File: src/hw/rtl/tccw_pkg.sv
// Package for the text console character writer.
// Holds field widths, character codes, controller states and the command and status structs.
// No dependencies.
package tccw_pkg;

  localparam int CHAR_W  = 8;
  localparam int INDEX_W = 11;
  localparam int POS_W   = 11;
  localparam int WORD_W  = 16;

  localparam logic MODE_PUT  = 1'b0;
  localparam logic MODE_READ = 1'b1;

  localparam logic [CHAR_W-1:0] CHAR_BS    = 8'h08;
  localparam logic [CHAR_W-1:0] CHAR_TAB   = 8'h09;
  localparam logic [CHAR_W-1:0] CHAR_LF    = 8'h0A;
  localparam logic [CHAR_W-1:0] CHAR_CR    = 8'h0D;
  localparam logic [CHAR_W-1:0] CHAR_BLANK = 8'h20;

  localparam logic [CHAR_W-1:0] RESET_ATTR = 8'h0F;
  localparam logic [WORD_W-1:0] RESET_CELL = {RESET_ATTR, CHAR_BLANK};
  localparam int                TAB_STEP   = 8;

  typedef enum logic [2:0] {
    ST_CLEAR,
    ST_IDLE,
    ST_EXEC,
    ST_COPY,
    ST_BLANK,
    ST_DONE
  } state_t;

  typedef struct packed {
    logic clear_wr;
    logic accept;
    logic exec;
    logic copy;
    logic blank;
    logic sweep_clr;
    logic load_result;
  } cmd_t;

  typedef struct packed {
    logic is_read;
    logic need_scroll;
    logic at_last_cell;
    logic at_copy_end;
  } status_t;

endpackage

File: src/hw/rtl/tccw_ctrl.sv
// Controller state machine of the text console character writer.
// Depends on tccw_pkg for the state type and the command and status structs.
module tccw_ctrl (
  input  logic              clk,
  input  logic              rst,
  input  logic              in_valid,
  output logic              in_ready,
  output logic              out_valid,
  input  logic              out_ready,
  input  tccw_pkg::status_t status,
  output tccw_pkg::cmd_t    cmd
);
  import tccw_pkg::*;

  state_t state;
  state_t state_next;
  logic   out_free;

  assign out_free = !out_valid || out_ready;

  always_ff @(posedge clk) begin
    if (rst) begin
      state <= ST_CLEAR;
    end else begin
      state <= state_next;
    end
  end

  always_comb begin
    state_next = state;
    unique case (state)
      ST_CLEAR: begin
        if (status.at_last_cell) begin
          state_next = ST_IDLE;
        end
      end
      ST_IDLE: begin
        if (in_valid) begin
          state_next = ST_EXEC;
        end
      end
      ST_EXEC: begin
        priority if (status.is_read) begin
          state_next = ST_DONE;
        end else if (status.need_scroll) begin
          state_next = ST_COPY;
        end else begin
          state_next = ST_DONE;
        end
      end
      ST_COPY: begin
        if (status.at_copy_end) begin
          state_next = ST_BLANK;
        end
      end
      ST_BLANK: begin
        if (status.at_last_cell) begin
          state_next = ST_DONE;
        end
      end
      ST_DONE: begin
        if (out_free) begin
          state_next = ST_IDLE;
        end
      end
      default: state_next = ST_CLEAR;
    endcase
  end

  always_comb begin
    cmd      = '0;
    in_ready = 1'b0;
    unique case (state)
      ST_CLEAR: begin
        cmd.clear_wr  = 1'b1;
        cmd.sweep_clr = status.at_last_cell;
      end
      ST_IDLE: begin
        in_ready   = 1'b1;
        cmd.accept = in_valid;
      end
      ST_EXEC: begin
        cmd.exec      = 1'b1;
        cmd.sweep_clr = 1'b1;
      end
      ST_COPY: begin
        cmd.copy = 1'b1;
      end
      ST_BLANK: begin
        cmd.blank = 1'b1;
      end
      ST_DONE: begin
        cmd.load_result = out_free;
      end
      default: cmd = '0;
    endcase
  end

  always_ff @(posedge clk) begin
    if (rst) begin
      out_valid <= 1'b0;
    end else if (cmd.load_result) begin
      out_valid <= 1'b1;
    end else if (out_ready) begin
      out_valid <= 1'b0;
    end
  end

  // A held result must never be overwritten before it is taken.
  assert property (@(posedge clk) disable iff (rst)
    cmd.load_result |-> (!out_valid || out_ready))
    else $error("result register overwritten while still held");

  // A new result only ever appears straight after the finishing state.
  assert property (@(posedge clk) disable iff (rst)
    $rose(out_valid) |-> $past(state) == ST_DONE)
    else $error("result raised outside the finishing state");

  // No transaction is taken while the cell store is being cleared after reset.
  assert property (@(posedge clk) disable iff (rst)
    state == ST_CLEAR |-> !in_ready)
    else $error("request accepted during the clearing pass");

endmodule

File: config.mk
export PLATFORM = sky130hd
export DESIGN_NAME = tccw_ctrl
export DESIGN_NICKNAME = d
export VERILOG_FILES = /design/src/hw/rtl/tccw_pkg.sv /design/src/hw/rtl/tccw_ctrl.sv
export SDC_FILE = /design/constraint.sdc
export NUM_CORES = 1
export LEC_CHECK = 0
export BUFFER_PORTS_ARGS = -buffer_cell sky130_fd_sc_hd__buf_4
export CAP_MARGIN = 20
export CORE_AREA = 2 2 39 41
export DETAILED_ROUTE_END_ITERATION = 10
export DIE_AREA = 0 0 41 43
export HOLD_SLACK_MARGIN = 0.08
export PLACE_DENSITY = 0.55
export RECOVER_POWER = 50
export SLEW_MARGIN = 30
export SYNTH_ARGS = -nofsm -noshare
export SYNTH_HDL_FRONTEND = slang
export SYNTH_SLANG_ARGS = --single-unit
File: constraint.sdc
create_clock -name clk -period 1.4 [get_ports clk]
set_clock_uncertainty 0.2 [all_clocks]
set_input_delay 0 -clock clk [delete_from_list [all_inputs] [get_ports clk]]
set_output_delay 0 -clock clk [all_outputs]
set_load 0.05 [all_outputs]
==> flow_results.xml, run 1 <==
<?xml version="1.0" encoding="UTF-8"?>
<metrics>
  <group name="timing">
    <metric name="fin_crit_sh" unit="">1.06</metric>
    <metric name="fin_hold_ws" unit="ns">0.131</metric>
    <metric name="timing_max_transition_violations_final" unit="">0</metric>
    <metric name="slew_headroom" unit="">0.817</metric>
    <metric name="final_worst_setup_slack" unit="ns">-0.0898</metric>
    <metric name="setup_viol" unit="">4</metric>
    <metric name="grt_setup_unrepaired" unit="">true</metric>
    <metric name="period_minus_slack" unit="ns">1.49</metric>
    <metric name="worst-slew-pin-transition" unit="ns">0.275</metric>
    <metric name="max_freq" unit="GHz">0.671</metric>
    <metric name="number_of_failing_hold_endpoints_at_the_final_stage" unit="">0</metric>
  </group>
  <group name="setup_path">
    <metric name="reg2reg_slack" unit="ns">-0.07</metric>
    <metric name="worst_r2r_endpoint" unit="">state[1]</metric>
    <metric name="critPathArrivalTime" unit="ns">1.29</metric>
    <metric name="cp-end-kind" unit="">output port</metric>
    <metric name="cp-start-kind" unit="">flip-flop</metric>
    <metric name="top_fanout_value_on_the_critical_path" unit="">4</metric>
    <metric name="cp.required" unit="ns">1.20</metric>
    <metric name="worst_r2r_path_depth" unit="">4</metric>
    <metric name="timing.setup.critical_path_class" unit="">reg2out</metric>
    <metric name="crit-reg2reg-launch" unit="">state[2]</metric>
  </group>
  <group name="drt">
    <metric name="drt-wirelength-per-cell" unit="um">11.7</metric>
    <metric name="detail_route.vias_per_cell" unit="">4.67</metric>
    <metric name="wirelength" unit="um">1080</metric>
    <metric name="firstDrtPassIters" unit="">2</metric>
    <metric name="route.antenna.remaining_nets" unit="">0</metric>
    <metric name="dr_total_vias" unit="">430</metric>
    <metric name="drt_iter0_markers" unit="">8</metric>
    <metric name="drc" unit="">0</metric>
  </group>
  <group name="final_layout">
    <metric name="multi_input_comb_area" unit="sq um">267</metric>
    <metric name="nets" unit="">86</metric>
    <metric name="final-instance-count-excl-fill" unit="">92</metric>
    <metric name="layout.filler_cells" unit="">123</metric>
    <metric name="post_route_cells_drive_above_1_share" unit="">0.684</metric>
    <metric name="ff_latch_area" unit="sq um">87.6</metric>
    <metric name="antenna_cells_inserted" unit="">0</metric>
    <metric name="layout-area-overhead-vs-synth" unit="%">145</metric>
  </group>
  <group name="floorplan">
    <metric name="floorplan.core_area" unit="sq um">1380</metric>
    <metric name="die_area" unit="sq um">1760</metric>
    <metric name="number_of_ports_placed_on_the_die_boundary" unit="">17</metric>
    <metric name="chipWidth" unit="um">41</metric>
    <metric name="fp-row-count" unit="">14</metric>
    <metric name="floorplan.initialDensity" unit="">0.220</metric>
    <metric name="dieHeight" unit="um">43</metric>
  </group>
  <group name="clock_network">
    <metric name="cts.sink_count" unit="">4</metric>
    <metric name="clk_pin_slew" unit="ns">0.04</metric>
    <metric name="later_pin_clock_latency_in_the_skew_report" unit="ns">0.23</metric>
    <metric name="cts_tree" unit="">yes</metric>
    <metric name="clock_tree.htree_level_count" unit="">1</metric>
    <metric name="max-clock-path-buffers" unit="">2</metric>
    <metric name="clk_root_buffer_cell" unit="">sky130_fd_sc_hd__clkbuf_4</metric>
    <metric name="cts_made_buffers" unit="">3</metric>
  </group>
  <group name="hold_path">
    <metric name="whs_path_depth" unit="">4</metric>
    <metric name="hold_path_startpoint" unit="">in_valid</metric>
    <metric name="worstHoldEndpoint" unit="">state[2]</metric>
    <metric name="hold_path.class" unit="">in2reg</metric>
  </group>
  <group name="power_and_ir_drop">
    <metric name="static-leakage-power" unit="uW">0.000333</metric>
    <metric name="vdd_drop_max" unit="mV">0.593</metric>
    <metric name="power.density" unit="nW/um^2">1240</metric>
    <metric name="totalPowerFinal" unit="uW">928</metric>
  </group>
  <group name="yosys">
    <metric name="synthDistinctLibCells" unit="">23</metric>
    <metric name="postSynthAreaPerCell" unit="sq um">7.60</metric>
    <metric name="synthCells" unit="">40</metric>
    <metric name="yosys_register_bits" unit="">4</metric>
    <metric name="synth.net_count" unit="">48</metric>
    <metric name="synth.yosys.seq_area_share" unit="">0.263</metric>
    <metric name="synth_cell_area" unit="sq um">304</metric>
    <metric name="yosys_warnings" unit="">0</metric>
  </group>
  <group name="placement">
    <metric name="gp_congestion" unit="">0.694</metric>
    <metric name="place_ws" unit="ns">-0.197</metric>
    <metric name="dpl.cell_count" unit="">79</metric>
    <metric name="placement.io_buffers" unit="">16</metric>
    <metric name="place_hpwl" unit="um">672</metric>
  </group>
  <group name="grt">
    <metric name="via_count_of_the_first_global_routing_pass" unit="">448</metric>
    <metric name="grt_pass1_wl" unit="um">1750</metric>
    <metric name="overall_global_routing_usage" unit="">0.149</metric>
    <metric name="globalRoute.totalOverflow" unit="">0</metric>
    <metric name="grt_antenna_before_repair" unit="">0</metric>
    <metric name="grt_start_max_net_pins" unit="">7</metric>
  </group>
  <group name="outcome">
    <metric name="status" unit="">finished with violations</metric>
    <metric name="violations" unit="">negative setup slack</metric>
  </group>
  <group name="flow_run">
    <metric name="timing.max_cap.violations" unit="">0</metric>
  </group>
</metrics>
-- cells in the mapped netlist (all sizes together) --
| cell type | number | share of area |
|---|---|---|
| and2b | 1 | 0.025 |
| a311oi | 1 | 0.029 |
| a21o | 1 | 0.025 |
| nor3b | 1 | 0.025 |
| inv | 2 | 0.025 |
| a211o | 1 | 0.029 |
| a22oi | 1 | 0.025 |
| clkbuf | 1 | 0.012 |
| nor2b | 1 | 0.021 |
| nand2b | 3 | 0.086 |
| o22ai | 1 | 0.041 |
| and3 | 2 | 0.041 |
| a311o | 1 | 0.033 |
| buf | 2 | 0.053 |
| dfxtp | 4 | 0.26 |
| nor2 | 4 | 0.049 |
| a21oi | 4 | 0.078 |
| nand2 | 4 | 0.049 |
| nor3 | 4 | 0.066 |
| a211oi | 1 | 0.025 |
-- cell usage in the layout, fill, tap and decap left out, drive strengths merged, types with 2 or more instances in the layout --
master,Yosys,routed
buf,2,30
dlygate4sd3,0,5
nor2,4,4
nand2,4,4
clkbuf,1,4
dfxtp,4,4
a21oi,4,4
nor3,4,4
nand2b,3,3
inv,2,2
and3,2,2
-- critical path, cell delays in order (launching register included) --
cell and delay (ns):
sky130_fd_sc_hd__dfxtp_2 0.33, sky130_fd_sc_hd__buf_6 0.12, sky130_fd_sc_hd__nand2b_4 0.14, sky130_fd_sc_hd__buf_6 0.11, sky130_fd_sc_hd__nor2_4 0.10, sky130_fd_sc_hd__a21o_2 0.12, sky130_fd_sc_hd__buf_8 0.14
-- metal layers --
metal,vias up,GRT usage,share of wire,wire length [um]
met5,-,0,0,0
met2,11,0.238,0.55,589
met1,200,0.164,0.40,432
li1,217,-,-,-
met3,2,0.0471,0.047,51
met4,0,0.0800,0.0056,6
-- where the power goes --
part	switching, uW	internal (uW)	leakage, uW
clock	45.3	95.8	0.0000138
combinational	326	302	0.000284
sequential	22.3	136	0.0000347
-- repair_timing --
item	4_1_cts	5_1_grt
setup buffers	6	0
endpoints found under the setup margin	9	8
resized for setup	20	4
hold buffers	5	0
pin swaps	8	2
cloned	0	0
endpoints found under the hold margin	4	0
-- area by class of cell --
cell class                      count  share of cell area
Clock buffer                        3              0.0302
Inverter                            2              0.0101
Multi-Input combinational cell     31               0.357
Sequential cell                     4               0.117
Tap cell                           16              0.0268
Timing Repair Buffer               36               0.458
-- flip-flops by register name (all words and copies together), names as in the netlist --
name,flops
state,3
out_valid,1
-- cell families after synthesis --
family	share of synthesized area
AOI/OAI and AO/OA	0.284
buffers and inverters	0.0905
and+or+nand+nor	0.362
DFF	0.263
-- stage by stage --
stage / setup TNS [ns] / util / instance area, sq um
floorplan: -0.228 / - / 357
global placement: -0.367 / 0.387 / 536
detailed placement: -0.420 / 0.387 / 536
CTS: -0.182 / 0.531 / 734
global route: -0.614 / 0.539 / 746
finish: -0.250 / 0.539 / 746
-- worst max path at each step --
| stage | depth (start not counted) | slack (ns) | from | endpoint |
|---|---|---|---|---|
| 2_1_floorplan | 4 | -0.09 | state[1] | state[2] |
| 4_1_cts | 6 | -0.08 | state[2] | cmd[1] |
| 3_5_place_dp | 5 | -0.20 | state[0] | state[1] |
| 6_report | 6 | -0.09 | state[2] | cmd[1] |
| 3_3_place_gp | 5 | -0.18 | state[0] | state[1] |
| 5_1_grt | 6 | -0.15 | status[1] | state[2] |
Power figures use the tool's default switching activity.
==> run 2: changes to the inputs <==
--- a/config.mk
+++ b/config.mk
@@ -8,10 +8,12 @@
 export BUFFER_PORTS_ARGS = -buffer_cell sky130_fd_sc_hd__buf_4
 export CAP_MARGIN = 20
 export CORE_AREA = 2 2 39 41
+export CTS_CLUSTER_DIAMETER = 120
 export DETAILED_ROUTE_END_ITERATION = 10
 export DIE_AREA = 0 0 41 43
+export GPL_TIMING_DRIVEN = 0
 export HOLD_SLACK_MARGIN = 0.08
-export PLACE_DENSITY = 0.55
+export PLACE_DENSITY = 0.53
 export RECOVER_POWER = 50
 export SLEW_MARGIN = 30
 export SYNTH_ARGS = -nofsm -noshare
==> constraint.sdc (replaced) <==
create_clock -name clk -period 1.9 [get_ports clk]
set_clock_uncertainty 0.2 [all_clocks]
set_input_delay 0 -clock clk [delete_from_list [all_inputs] [get_ports clk]]
set_output_delay 0 -clock clk [all_outputs]
set_load 0.05 [all_outputs]
==> run 2 against run 1 <==
The run now ends clean. Count of clock-buffer cells in the layout unchanged. Flip-flop and latch count stayed put. Core utilization fell by 17 points. Combinational power fell by 52%. Via count fell by 13%. Die area did not move. Register-to-register slack improved by 0.38 ns. Sequential power shrank 36%. Cell count decreased by 13%. Global-route usage is 3.8 points lower. Critical path depth is 1 lower. Clock power fell by 28%. Critical path type unchanged. Critical endpoint unchanged. Largest power group unchanged. Highest routed layer is now met3.
==> flow_results.xml, run 2 (same netlist as run 1, synthesis figures left out) <==
<?xml version="1.0" encoding="UTF-8"?>
<metrics>
  <group name="outcome">
    <metric name="status" unit="">finished, final reports clean</metric>
  </group>
  <group name="floorplan">
    <metric name="floorplan.initialDensity" unit="">0.220</metric>
    <metric name="fp-row-count" unit="">14</metric>
    <metric name="die_area" unit="sq um">1760</metric>
    <metric name="number_of_ports_placed_on_the_die_boundary" unit="">17</metric>
    <metric name="chipWidth" unit="um">41</metric>
    <metric name="dieHeight" unit="um">43</metric>
    <metric name="floorplan.core_area" unit="sq um">1380</metric>
  </group>
  <group name="timing">
    <metric name="max_freq" unit="GHz">0.599</metric>
    <metric name="grt_setup_unrepaired" unit="">false</metric>
    <metric name="slew_headroom" unit="">0.607</metric>
    <metric name="number_of_failing_hold_endpoints_at_the_final_stage" unit="">0</metric>
    <metric name="worst-slew-pin-transition" unit="ns">0.592</metric>
    <metric name="setup_viol" unit="">0</metric>
    <metric name="period_minus_slack" unit="ns">1.67</metric>
    <metric name="fin_crit_sh" unit="">0.879</metric>
    <metric name="timing_max_transition_violations_final" unit="">0</metric>
  </group>
  <group name="clock_network">
    <metric name="cts.sink_count" unit="">4</metric>
    <metric name="cts_setup_buffers" unit="">0</metric>
    <metric name="cts_tree" unit="">yes</metric>
    <metric name="clock_tree.htree_level_count" unit="">1</metric>
    <metric name="clk_pin_slew" unit="ns">0.04</metric>
    <metric name="later_pin_clock_latency_in_the_skew_report" unit="ns">0.23</metric>
    <metric name="cts_made_buffers" unit="">3</metric>
    <metric name="max-clock-path-buffers" unit="">2</metric>
    <metric name="clk_root_buffer_cell" unit="">sky130_fd_sc_hd__clkbuf_4</metric>
  </group>
  <group name="drt">
    <metric name="firstDrtPassIters" unit="">4</metric>
    <metric name="route.antenna.remaining_nets" unit="">0</metric>
    <metric name="wirelength" unit="um">789</metric>
    <metric name="detail_route.vias_per_cell" unit="">4.69</metric>
    <metric name="drt_iter0_markers" unit="">4</metric>
    <metric name="drc" unit="">0</metric>
    <metric name="drt-wirelength-per-cell" unit="um">9.86</metric>
    <metric name="dr_total_vias" unit="">375</metric>
  </group>
  <group name="setup_path">
    <metric name="crit-reg2reg-launch" unit="">state[2]</metric>
    <metric name="cp-end-kind" unit="">output port</metric>
    <metric name="timing.setup.critical_path_class" unit="">reg2out</metric>
    <metric name="worst_r2r_path_depth" unit="">5</metric>
    <metric name="timing.critical_path.slowest_stage_cell" unit="">sky130_fd_sc_hd__clkbuf_1</metric>
    <metric name="reg2reg_slack" unit="ns">0.31</metric>
    <metric name="top_fanout_value_on_the_critical_path" unit="">10</metric>
    <metric name="timing.critical_path.cells" unit="">clkbuf_1 &gt; nand2b_1 &gt; nor2_1 &gt; a21o_1 &gt; buf_4</metric>
    <metric name="cp-start-kind" unit="">flip-flop</metric>
    <metric name="cp.required" unit="ns">1.70</metric>
    <metric name="critPathArrivalTime" unit="ns">1.47</metric>
    <metric name="critical_path.max_stage_delay" unit="ns">0.35</metric>
    <metric name="worst_r2r_endpoint" unit="">state[1]</metric>
  </group>
  <group name="grt">
    <metric name="grt_antenna_before_repair" unit="">0</metric>
    <metric name="grt_pass1_wl" unit="um">1330</metric>
    <metric name="grt_start_max_net_pins" unit="">11</metric>
    <metric name="overall_global_routing_usage" unit="">0.110</metric>
    <metric name="via_count_of_the_first_global_routing_pass" unit="">352</metric>
    <metric name="globalRoute.totalOverflow" unit="">0</metric>
  </group>
  <group name="final_layout">
    <metric name="final_cell_mix" unit="">sky130_fd_sc_hd__buf_4 (12), sky130_fd_sc_hd__dlygate4sd3_1 (5), sky130_fd_sc_hd__nand2_1 (4), sky130_fd_sc_hd__nor2_1 (4), sky130_fd_sc_hd__dfxtp_1 (4)</metric>
    <metric name="layout_top_registers" unit="">state: 3 flops, out_valid: 1 flops</metric>
    <metric name="layout-area-overhead-vs-synth" unit="%">67.5</metric>
    <metric name="most_flops_register" unit="">state</metric>
    <metric name="antenna_cells_inserted" unit="">0</metric>
    <metric name="largest_register_ffs" unit="">3</metric>
    <metric name="post_route_cells_drive_above_1_share" unit="">0.359</metric>
    <metric name="mostFrequentLayoutCell" unit="">sky130_fd_sc_hd__buf_4</metric>
    <metric name="finish.utilization" unit="">0.368</metric>
    <metric name="layout.filler_cells" unit="">145</metric>
    <metric name="nets" unit="">74</metric>
  </group>
  <group name="power_and_ir_drop">
    <metric name="totalPowerFinal" unit="uW">507</metric>
    <metric name="power.share.clock" unit="">0.202</metric>
    <metric name="net-switching-power" unit="uW">236</metric>
    <metric name="vdd_drop_max" unit="mV">0.367</metric>
    <metric name="pwr-share-comb" unit="">0.599</metric>
    <metric name="internal_power" unit="uW">271</metric>
    <metric name="share_of_power_burned_in_registers" unit="">0.200</metric>
    <metric name="power.density" unit="nW/um^2">996</metric>
    <metric name="static-leakage-power" unit="uW">0.000234</metric>
    <metric name="swShare" unit="">0.466</metric>
  </group>
  <group name="hold_path">
    <metric name="worstHoldEndpoint" unit="">state[2]</metric>
    <metric name="whs_path_depth" unit="">4</metric>
    <metric name="hold_path.class" unit="">in2reg</metric>
    <metric name="hold_path_startpoint" unit="">in_valid</metric>
  </group>
  <group name="placement">
    <metric name="gp_congestion" unit="">0.695</metric>
    <metric name="placement.io_buffers" unit="">16</metric>
    <metric name="place_hpwl" unit="um">577</metric>
  </group>
  <group name="flow_run">
    <metric name="timing.max_cap.violations" unit="">0</metric>
  </group>
</metrics>
[run 2: cell types whose count changed in the layout (fill, tap and decap cells not counted), sizes merged]
| cell | previous run | this run |
|---|---|---|
| clkbuf | 4 | 8 |
| buf | 30 | 14 |
[run 2: critical path: cells and delay by family, from the launching register on]
family | cells | cell delay, ns
flip-flops | 1 | 0.31
buffers and inverters | 2 | 0.54
AO/OA/AOI/OAI | 1 | 0.10
AND/OR/NAND/NOR | 2 | 0.28
[run 2: what timing repair did]
item,CTS,global route
endpoints found under the hold margin,4,0
hold buffers,5,0
resized for setup,0,0
[run 2: metrics by stage]
step                      setup WS (ns)  std cells  setup TNS (ns)  hold WS, ns  cell area [sq um]
after floorplan                  -0.136         40          -0.136       -0.138                314
after global placement            0.307         72               0     -0.00823                454
after detailed placement          0.316         72               0     -0.00918                454
after CTS                         0.193         80               0        0.120                527
after global routing             0.0920         80               0        0.143                509
final                             0.230         80               0        0.128                509
[run 2: power groups by stage]
stage / Clock [uW] / Sequential (uW) / Combinational, uW
floorplan: 0 / 107 / 226
global placement: 0 / 103 / 309
detailed placement: 0 / 103 / 310
CTS: 109 / 102 / 319
global route: 117 / 102 / 326
finish: 102 / 101 / 304
[run 2: per-layer routing]
metal	global-route usage	up-vias	wire length, um
met4	0.0400	0	0
met2	0.178	15	372
li1	-	191	-
met5	0	-	0
met1	0.121	169	343
met3	0.0471	0	73
[run 2: worst max path at each step]
stage | start | end | slack (ns) | cells after the start
3_5_place_dp | state[2] | state[1] | 0.32 | 5
5_1_grt | state[1] | cmd[1] | 0.09 | 5
4_1_cts | state[1] | cmd[1] | 0.19 | 5
6_report | state[1] | cmd[1] | 0.23 | 5
3_3_place_gp | state[2] | state[1] | 0.31 | 5
2_1_floorplan | state[1] | cmd[1] | -0.14 | 4
[run 2: area by class of cell]
type | instances | area, sq um | area share
Timing Repair Buffer | 21 | 158 | 0.310
Buffer | 3 | 20.0 | 0.0393
Multi-Input combinational cell | 31 | 201 | 0.396
Tap cell | 16 | 20.0 | 0.0393
Sequential cell | 4 | 80.1 | 0.157
Clock buffer | 3 | 22.5 | 0.0442
Inverter | 2 | 7.51 | 0.0147
==> run 3: changes to the inputs <==
--- a/config.mk
+++ b/config.mk
@@ -5,12 +5,12 @@
 export SDC_FILE = /design/constraint.sdc
 export NUM_CORES = 1
 export LEC_CHECK = 0
-export BUFFER_PORTS_ARGS = -buffer_cell sky130_fd_sc_hd__buf_4
+export BUFFER_PORTS_ARGS = -buffer_cell sky130_fd_sc_hd__buf_2
 export CAP_MARGIN = 20
-export CORE_AREA = 2 2 39 41
+export CORE_AREA = 5 5 42 44
 export CTS_CLUSTER_DIAMETER = 120
 export DETAILED_ROUTE_END_ITERATION = 10
-export DIE_AREA = 0 0 41 43
+export DIE_AREA = 0 0 47 49
 export GPL_TIMING_DRIVEN = 0
 export HOLD_SLACK_MARGIN = 0.08
 export PLACE_DENSITY = 0.53
==> run 3 against run 2 <==
First-iteration DRC count down 75%. Count of clock-buffer cells in the layout unchanged. Die area rose by 31%. Critical path depth stayed put. Design area shrank 6.6%. Critical path type unchanged. Largest cell class unchanged. Highest routed layer unchanged.
==> flow_results.xml, run 3 (same netlist as run 1, synthesis figures left out) <==
<?xml version="1.0" encoding="UTF-8"?>
<metrics>
  <group name="outcome">
    <metric name="status" unit="">finished, final reports clean</metric>
  </group>
  <group name="drt">
    <metric name="route.antenna.remaining_nets" unit="">0</metric>
    <metric name="drc" unit="">0</metric>
    <metric name="firstDrtPassIters" unit="">3</metric>
    <metric name="drt_iter0_markers" unit="">1</metric>
    <metric name="dr_total_vias" unit="">365</metric>
    <metric name="wirelength" unit="um">876</metric>
    <metric name="drt-wirelength-per-cell" unit="um">11.0</metric>
    <metric name="detail_route.vias_per_cell" unit="">4.56</metric>
  </group>
  <group name="hold_path">
    <metric name="hold_path_startpoint" unit="">in_valid</metric>
    <metric name="worstHoldEndpoint" unit="">state[2]</metric>
    <metric name="hold_path.class" unit="">in2reg</metric>
    <metric name="whs_path_depth" unit="">4</metric>
  </group>
  <group name="setup_path">
    <metric name="critical_path.max_stage_delay" unit="ns">0.37</metric>
    <metric name="critPathArrivalTime" unit="ns">1.53</metric>
    <metric name="critical_path.n_buffers_inverters" unit="">2</metric>
    <metric name="worst_r2r_endpoint" unit="">state[2]</metric>
    <metric name="crit-reg2reg-launch" unit="">state[0]</metric>
    <metric name="critical_path.top_delay_family" unit="">buffers and inverters</metric>
    <metric name="timing.critical_path.slowest_stage_cell" unit="">sky130_fd_sc_hd__clkbuf_1</metric>
    <metric name="worst_r2r_path_depth" unit="">5</metric>
    <metric name="timing.setup.critical_path_class" unit="">reg2out</metric>
    <metric name="timing.critical_path.cells" unit="">clkbuf_1 &gt; nand2b_1 &gt; nor2_1 &gt; a21o_1 &gt; buf_2</metric>
    <metric name="top_fanout_value_on_the_critical_path" unit="">10</metric>
    <metric name="cp-end-kind" unit="">output port</metric>
    <metric name="cp-start-kind" unit="">flip-flop</metric>
    <metric name="cp.required" unit="ns">1.70</metric>
    <metric name="reg2reg_slack" unit="ns">0.22</metric>
  </group>
  <group name="floorplan">
    <metric name="dieHeight" unit="um">49</metric>
    <metric name="number_of_ports_placed_on_the_die_boundary" unit="">17</metric>
    <metric name="fp-row-count" unit="">14</metric>
    <metric name="floorplan.core_area" unit="sq um">1400</metric>
    <metric name="chipWidth" unit="um">47</metric>
    <metric name="die_area" unit="sq um">2300</metric>
    <metric name="floorplan.initialDensity" unit="">0.217</metric>
  </group>
  <group name="final_layout">
    <metric name="largest_register_ffs" unit="">3</metric>
    <metric name="antenna_cells_inserted" unit="">0</metric>
    <metric name="finish.utilization" unit="">0.339</metric>
    <metric name="post_route_cells_drive_above_1_share" unit="">0.328</metric>
    <metric name="nets" unit="">74</metric>
    <metric name="layout-area-overhead-vs-synth" unit="%">56.4</metric>
    <metric name="layout_top_registers" unit="">state: 3 flops, out_valid: 1 flops</metric>
    <metric name="mostFrequentLayoutCell" unit="">sky130_fd_sc_hd__buf_2</metric>
    <metric name="final_cell_mix" unit="">sky130_fd_sc_hd__buf_2 (13), sky130_fd_sc_hd__clkbuf_1 (5), sky130_fd_sc_hd__dlygate4sd3_1 (5)</metric>
    <metric name="layout.filler_cells" unit="">153</metric>
    <metric name="most_flops_register" unit="">state</metric>
  </group>
  <group name="power_and_ir_drop">
    <metric name="vdd_drop_max" unit="mV">0.367</metric>
    <metric name="static-leakage-power" unit="uW">0.000222</metric>
    <metric name="power.density" unit="nW/um^2">1040</metric>
    <metric name="totalPowerFinal" unit="uW">492</metric>
  </group>
  <group name="placement">
    <metric name="place_ws" unit="ns">0.309</metric>
    <metric name="place_hpwl" unit="um">625</metric>
    <metric name="gp_congestion" unit="">0.676</metric>
    <metric name="placement.io_buffers" unit="">16</metric>
  </group>
  <group name="timing">
    <metric name="number_of_failing_hold_endpoints_at_the_final_stage" unit="">0</metric>
    <metric name="timing_max_transition_violations_final" unit="">0</metric>
    <metric name="fin_hold_ws" unit="ns">0.122</metric>
    <metric name="slew_headroom" unit="">0.606</metric>
    <metric name="fin_crit_sh" unit="">0.909</metric>
    <metric name="grt_setup_unrepaired" unit="">false</metric>
    <metric name="worst-slew-pin-transition" unit="ns">0.594</metric>
    <metric name="setup_viol" unit="">0</metric>
    <metric name="final_worst_setup_slack" unit="ns">0.173</metric>
    <metric name="max_freq" unit="GHz">0.579</metric>
    <metric name="setup-tns-final" unit="ns">0</metric>
    <metric name="period_minus_slack" unit="ns">1.73</metric>
  </group>
  <group name="clock_network">
    <metric name="clk_pin_slew" unit="ns">0.04</metric>
    <metric name="later_pin_clock_latency_in_the_skew_report" unit="ns">0.23</metric>
    <metric name="cts_setup_buffers" unit="">0</metric>
    <metric name="clock_tree.htree_level_count" unit="">1</metric>
    <metric name="cts.sink_count" unit="">4</metric>
    <metric name="clk_root_buffer_cell" unit="">sky130_fd_sc_hd__clkbuf_4</metric>
    <metric name="max-clock-path-buffers" unit="">2</metric>
    <metric name="cts_tree" unit="">yes</metric>
    <metric name="cts_made_buffers" unit="">3</metric>
  </group>
  <group name="flow_run">
    <metric name="timing.max_cap.violations" unit="">0</metric>
  </group>
  <group name="grt">
    <metric name="grt_pass1_wl" unit="um">1360</metric>
    <metric name="globalRoute.totalOverflow" unit="">0</metric>
    <metric name="overall_global_routing_usage" unit="">0.0831</metric>
    <metric name="via_count_of_the_first_global_routing_pass" unit="">327</metric>
    <metric name="grt_start_max_net_pins" unit="">11</metric>
    <metric name="grt_antenna_before_repair" unit="">0</metric>
  </group>
</metrics>
-- run 3: per-layer routing --
| layer | track usage | part of all wire | vias to the layer above |
|---|---|---|---|
| li1 | - | - | 192 |
| met1 | 0.0967 | 0.47 | 165 |
| met2 | 0.120 | 0.46 | 8 |
| met3 | 0.0664 | 0.074 | 0 |
| met4 | 0.0138 | 0 | 0 |
| met5 | 0 | 0 | - |
-- run 3: how the worst max path moves through the flow --
stage,startpoint,slack [ns],endpoint,depth (start not counted)
after CTS,state[1],0.15,cmd[1],5
final,state[1],0.17,cmd[1],5
after detailed placement,state[2],0.31,state[1],5
after global placement,state[2],0.32,state[1],5
after global routing,state[1],0.05,cmd[1],5
after floorplan,state[1],-0.14,cmd[1],4
-- run 3: worst register-to-register path, cell delays in order, from the launching register on --
cell and delay, ns:
sky130_fd_sc_hd__dfxtp_1 0.31, sky130_fd_sc_hd__buf_6 0.14, sky130_fd_sc_hd__and2b_1 0.18, sky130_fd_sc_hd__o22ai_1 0.35, sky130_fd_sc_hd__a211oi_1 0.13, sky130_fd_sc_hd__a311oi_1 0.27
-- run 3: area by class of cell --
cell class	instances	area [sq um]	area share
well taps	16	20.0	0.0421
multi-input cells	31	200	0.421
clock buffers	3	22.5	0.0474
flip-flops and latches	4	80.1	0.168
repair buffers	21	125	0.263
inverters	2	7.51	0.0158
plain buffers	3	20.0	0.0421
-- run 3: per-stage QoR --
step | instance area, sq um | cells
final | 475 | 80
after global routing | 475 | 80
after CTS | 487 | 80
after detailed placement | 414 | 72
after global placement | 414 | 72
after floorplan | 314 | 40
-- run 3: report_power, final --
group	internal, uW	leakage (uW)	switching (uW)
Combinational	85.6	0.000175	200
Clock	70.6	0.0000138	34.2
Sequential	96.8	0.0000329	4.51
-- run 3: timing repair --
item / CTS / global route
hold buffers: 5 / 0
hold endpoints to repair: 4 / 0
resized for setup: 0 / 0
